### config.mk
export PLATFORM = sky130hd
export DESIGN_NAME = lgs_cell
export DESIGN_NICKNAME = d
export VERILOG_FILES = /design/src/design/lgs_pkg.sv /design/src/design/lgs_cell.sv
export SDC_FILE = /design/constraint.sdc
export NUM_CORES = 1
export LEC_CHECK = 0
export ABC_AREA = 0
export BUFFER_PORTS_ARGS = -buffer_cell sky130_fd_sc_hd__clkbuf_2
export CAP_MARGIN = 15
export CORE_AREA = 2 2 39 41
export CTS_BUF_LIST = sky130_fd_sc_hd__clkbuf_16
export DETAILED_ROUTE_END_ITERATION = 8
export DIE_AREA = 0 0 41 43
export SLEW_MARGIN = 15
export SYNTH_ARGS = -nofsm -noshare
export SYNTH_HDL_FRONTEND = slang
export SYNTH_SLANG_ARGS = --single-unit
### constraint.sdc
create_clock -name clk -period 3.6 [get_ports clk]
set_clock_uncertainty 0.1 [all_clocks]
set_input_delay 0.36 -clock clk [delete_from_list [all_inputs] [get_ports clk]]
set_output_delay 0.36 -clock clk [all_outputs]
set_load 0.02 [all_outputs]
### src/design/lgs_pkg.sv
// shared types and constants for the life grid generation step
`default_nettype none
package lgs_pkg;

  localparam int MAX_ROWS_DEF = 256;
  localparam int MAX_COLS_DEF = 256;

  localparam logic [8:0] ROWS_RESET = 9'd200;
  localparam logic [8:0] COLS_RESET = 9'd200;

  localparam logic [3:0] BIRTH_COUNT = 4'd3;
  localparam logic [3:0] SURVIVE_MIN = 4'd2;

  localparam logic [1:0] CELL_EMPTY    = 2'd0;
  localparam logic [1:0] CELL_ALIVE    = 2'd1;
  localparam logic [1:0] CELL_IMMORTAL = 2'd2;

  localparam logic [1:0] FUNC_WRITE   = 2'd0;
  localparam logic [1:0] FUNC_READ    = 2'd1;
  localparam logic [1:0] FUNC_ADVANCE = 2'd2;

  localparam logic REG_ROWS = 1'b0;
  localparam logic REG_COLS = 1'b1;

  typedef enum logic [1:0] {
    ST_CLEAR,
    ST_IDLE,
    ST_OP,
    ST_ADV
  } state_t;

  typedef struct packed {
    logic clear;
    logic shift;
  } cell_ctrl_t;

endpackage
`default_nettype wire

### src/design/lgs_cell.sv
// one column cell: three-row window and the b3/s23 update
`default_nettype none
module lgs_cell (
  input  wire logic               clk,
  input  wire lgs_pkg::cell_ctrl_t ctrl,
  input  wire logic               active,
  input  wire logic [1:0]         in_value,
  input  wire logic [2:0]         left_live,
  input  wire logic [2:0]         right_live,
  output logic      [2:0]         live,
  output logic      [1:0]         next_value
);
  import lgs_pkg::*;

  logic [1:0] above_r;
  logic [1:0] cur_r;
  logic [1:0] below_r;
  logic [3:0] count;

  always_ff @(posedge clk) begin
    if (ctrl.clear) begin
      above_r <= CELL_EMPTY;
      cur_r   <= CELL_EMPTY;
      below_r <= CELL_EMPTY;
    end else if (ctrl.shift) begin
      above_r <= cur_r;
      cur_r   <= below_r;
      below_r <= in_value;
    end
  end

  assign live = active ? {above_r != CELL_EMPTY, cur_r != CELL_EMPTY, below_r != CELL_EMPTY}
                       : 3'b000;

  always_comb begin
    count = 4'(left_live[0]) + 4'(left_live[1]) + 4'(left_live[2])
          + 4'(right_live[0]) + 4'(right_live[1]) + 4'(right_live[2])
          + 4'(live[0]) + 4'(live[2]);
    next_value = CELL_EMPTY;
    if (active) begin
      if (cur_r == CELL_IMMORTAL) begin
        next_value = CELL_IMMORTAL;
      end else if (cur_r == CELL_EMPTY && count == BIRTH_COUNT) begin
        next_value = CELL_ALIVE;
      end else if (cur_r == CELL_ALIVE && count >= SURVIVE_MIN && count <= BIRTH_COUNT) begin
        next_value = CELL_ALIVE;
      end
    end
  end

endmodule
`default_nettype wire

==> flow_metrics.py <==
metrics = {
    "detailed_routing": {
        "ant_nets": 0,
        "via_per_inst": 4.42,
        "drtIter0Drc": 2,
        "wl_microns": 857,
        "wl_per_cell_microns": 10.3,
        "first_pass_iters": 2,
        "vias": 367,
        "drc": 0,
    },
    "sta": {
        "grt_setup_unrepaired": "yes",
        "tns_ns": 0,
        "tightest_slew_ns": 0.383,
        "hold_viol_final": 0,
        "fin_crit_sh_pct": 98.9,
        "min_period_ns": 3.56,
        "report.final.slew_viol_count": 0,
        "timing.fmax_ghz": 0.281,
        "relSlewSlack_pct": 74.2,
        "setup_viol": 0,
        "layout_setup_ws_ns": 0.0390,
    },
    "synth": {
        "yosys.area.top_type_share_pct": 26.8,
        "yosysSeqAreaShare_pct": 26.8,
        "synth_fp_nets": 67,
        "syn_inst": 48,
        "synth.ff_latch_count": 6,
        "postSynthAreaPerCell_sq_um": 9.33,
        "yosys.area_share.adder_pct": 26.3,
        "synthTopCellsByArea": "dfxtp_1 (27%), fa_1 (18%), mux2i_1 (16%)",
        "synthXorXnorAreaFrac_pct": 0,
        "synth-compound-area-share_pct": 7.82,
        "synth_area_sq_um": 448,
        "ys_warn_count": 0,
        "synth.area.mux_share_pct": 15.6,
        "synth_cell_type_count": 13,
        "yosys.area_share.simple_pct": 10.9,
        "yosysTopAreaCell": "dfxtp_1",
        "synth_top_family_by_area": "adder cells",
    },
    "clock_tree": {
        "clk-insertion-delay-late_ns": 0.23,
        "holdBufCountCts": 0,
        "path_clk_slew_ns": 0.03,
        "cts_buffers": 3,
        "ctsHtreeMaxLevel": 1,
        "post_cts_buffers": 0,
        "root_buffer": "clkbuf_16",
        "clock_path_buffers": 2,
        "clock_sinks": 6,
        "cts_tree": "built",
    },
    "setup_path": {
        "slowest_delay_ns": 0.55,
        "worstPathMaxFanout": 2,
        "worst_setup_path_start_kind": "input port",
        "crit_required_ns": 3.14,
        "crit_type": "input port to output pin",
        "cp_slowest_cell": "fa_1",
        "cpMostUsedCell": "fa_1",
        "crit_chain": "buf_6 -> inv_2 -> fa_1 -> fa_1 -> fa_1 -> inv_2 -> ha_4 -> inv_2 -> fa_1 -> nor3b_2 -> o21ai_1 -> nor2_1 -> buf_4",
        "worstPathArrival_ns": 3.10,
        "endpoint_kind": "output pin",
    },
    "floorplan": {
        "dieArea_sq_um": 1760,
        "die_h_microns": 43,
        "io-pin-count": 17,
        "start_util_pct": 32.4,
        "coreArea_sq_um": 1380,
        "row_count": 14,
        "die_w_microns": 41,
    },
    "finish": {
        "final_cell_mix": "clkbuf_2 (14), inv_1 (9), mux2i_1 (7), nor2_1 (7), dfxtp_1 (6)",
        "diodes": 0,
        "drive_gt1_share_pct": 41.8,
        "layout_commonest_cell": "clkbuf_2",
        "area_growth_pct": 43.9,
        "fin_nets": 88,
        "ff_latch_area_sq_um": 120,
        "nFillCells": 135,
        "multi_input_area_sq_um": 284,
        "final_cells": 83,
    },
    "worst_hold_path": {
        "hp-class": "input port to flip-flop",
    },
    "power": {
        "ir_drop_uv": 225,
        "p_leak_nw": 0.355,
        "powerDensity_nw_per_um2": 525,
        "p_total_mw": 0.338,
    },
    "flow_run": {
        "cap_viol_max_count": 0,
    },
    "global_routing": {
        "grt.total_usage_pct": 11.8,
        "grt_pass1_wl_microns": 1370,
        "grt_pass1_vias": 381,
        "antenna_found_initial": 0,
        "grt_max_degree": 7,
        "overflow": 0,
    },
    "place": {
        "dp.cells": 80,
        "portBuffers": 16,
        "pre_cts_slack_ns": -0.0750,
        "dp_hpwl_microns": 657,
        "place_congestion": 0.578,
    },
    "status": {
        "status": "complete, no violations",
    },
}
cell families (layout without fill, tap and decap cells):
family          Yosys count  after routing
buf+inv                  14             33
simple gates              9              9
fa+ha+maj                 7              7
mux                       7              7
flops                     6              6
compound gates            5              5
registers in the layout, summed over array words and instances, names as in the netlist:
name / flops
above_r: 2
cur_r: 2
below_r: 2
critical path, delay by kind of cell:
kind	cells	cell delay, ns
simple gates	2	0.27
buf+inv	5	0.33
compound gates	1	0.08
fa+ha+maj	5	2.05
path summary, 6_finish.rpt:
path / cells after the start / slack, ns / to / from
max: 13 / 0.04 / next_value[0] / left_live[0]
min: 3 / 0.27 / below_r[0] / in_value[0]
max reg2reg: 2 / 2.82 / above_r[0] / cur_r[0]
min reg2reg: 2 / 0.39 / above_r[1] / above_r[1]
Yosys cell counts (all sizes together):
| cell | number |
|---|---|
| a211oi | 1 |
| and3b | 1 |
| buf | 1 |
| dfxtp | 6 |
| fa | 4 |
| ha | 3 |
| inv | 13 |
| mux2i | 7 |
| nor2 | 7 |
| nor3b | 1 |
| o21a | 1 |
| o21ai | 3 |
stage by stage:
stage | area, sq um | util, % | hold WS, ns
final | 644 | 46.6 | 0.270
after global placement | 548 | 39.6 | 0.370
after global routing | 644 | 46.6 | 0.304
after detailed placement | 548 | 39.6 | 0.386
after floorplan | 448 | - | 0.332
after CTS | 628 | 45.4 | 0.274
report_power, final:
part / total, mW / switching (mW) / internal, mW
combinational: 0.0903 / 0.0453 / 0.0450
sequential: 0.0716 / 0.00220 / 0.0695
clock: 0.177 / 0.0343 / 0.142
total: 0.338 / 0.0818 / 0.257
repair_timing:
action / CTS / global route
gates resized for setup: 5 / 5
pin swaps: 0 / 0
endpoints found under the setup margin: 1 / 1
layout make-up:
| class | count | share of cell area (%) |
|---|---|---|
| clock buffers | 3 | 11.7 |
| inverters | 13 | 7.57 |
| repair buffers | 17 | 15.0 |
| multi-input cells | 28 | 44.1 |
| well taps | 16 | 3.11 |
| flip-flops and latches | 6 | 18.6 |
routing by layer:
metal | track usage (%) | wire (microns) | share of wire [%] | vias up
li1 | - | - | - | 189
met1 | 11.5 | 373 | 44 | 168
met5 | 0 | 0 | 0 | -
met2 | 20.9 | 440 | 51 | 10
met3 | 4.71 | 43 | 5.0 | 0
met4 | 4.00 | 0 | 0 | 0
No activity file was read; power rests on OpenSTA's default activity.
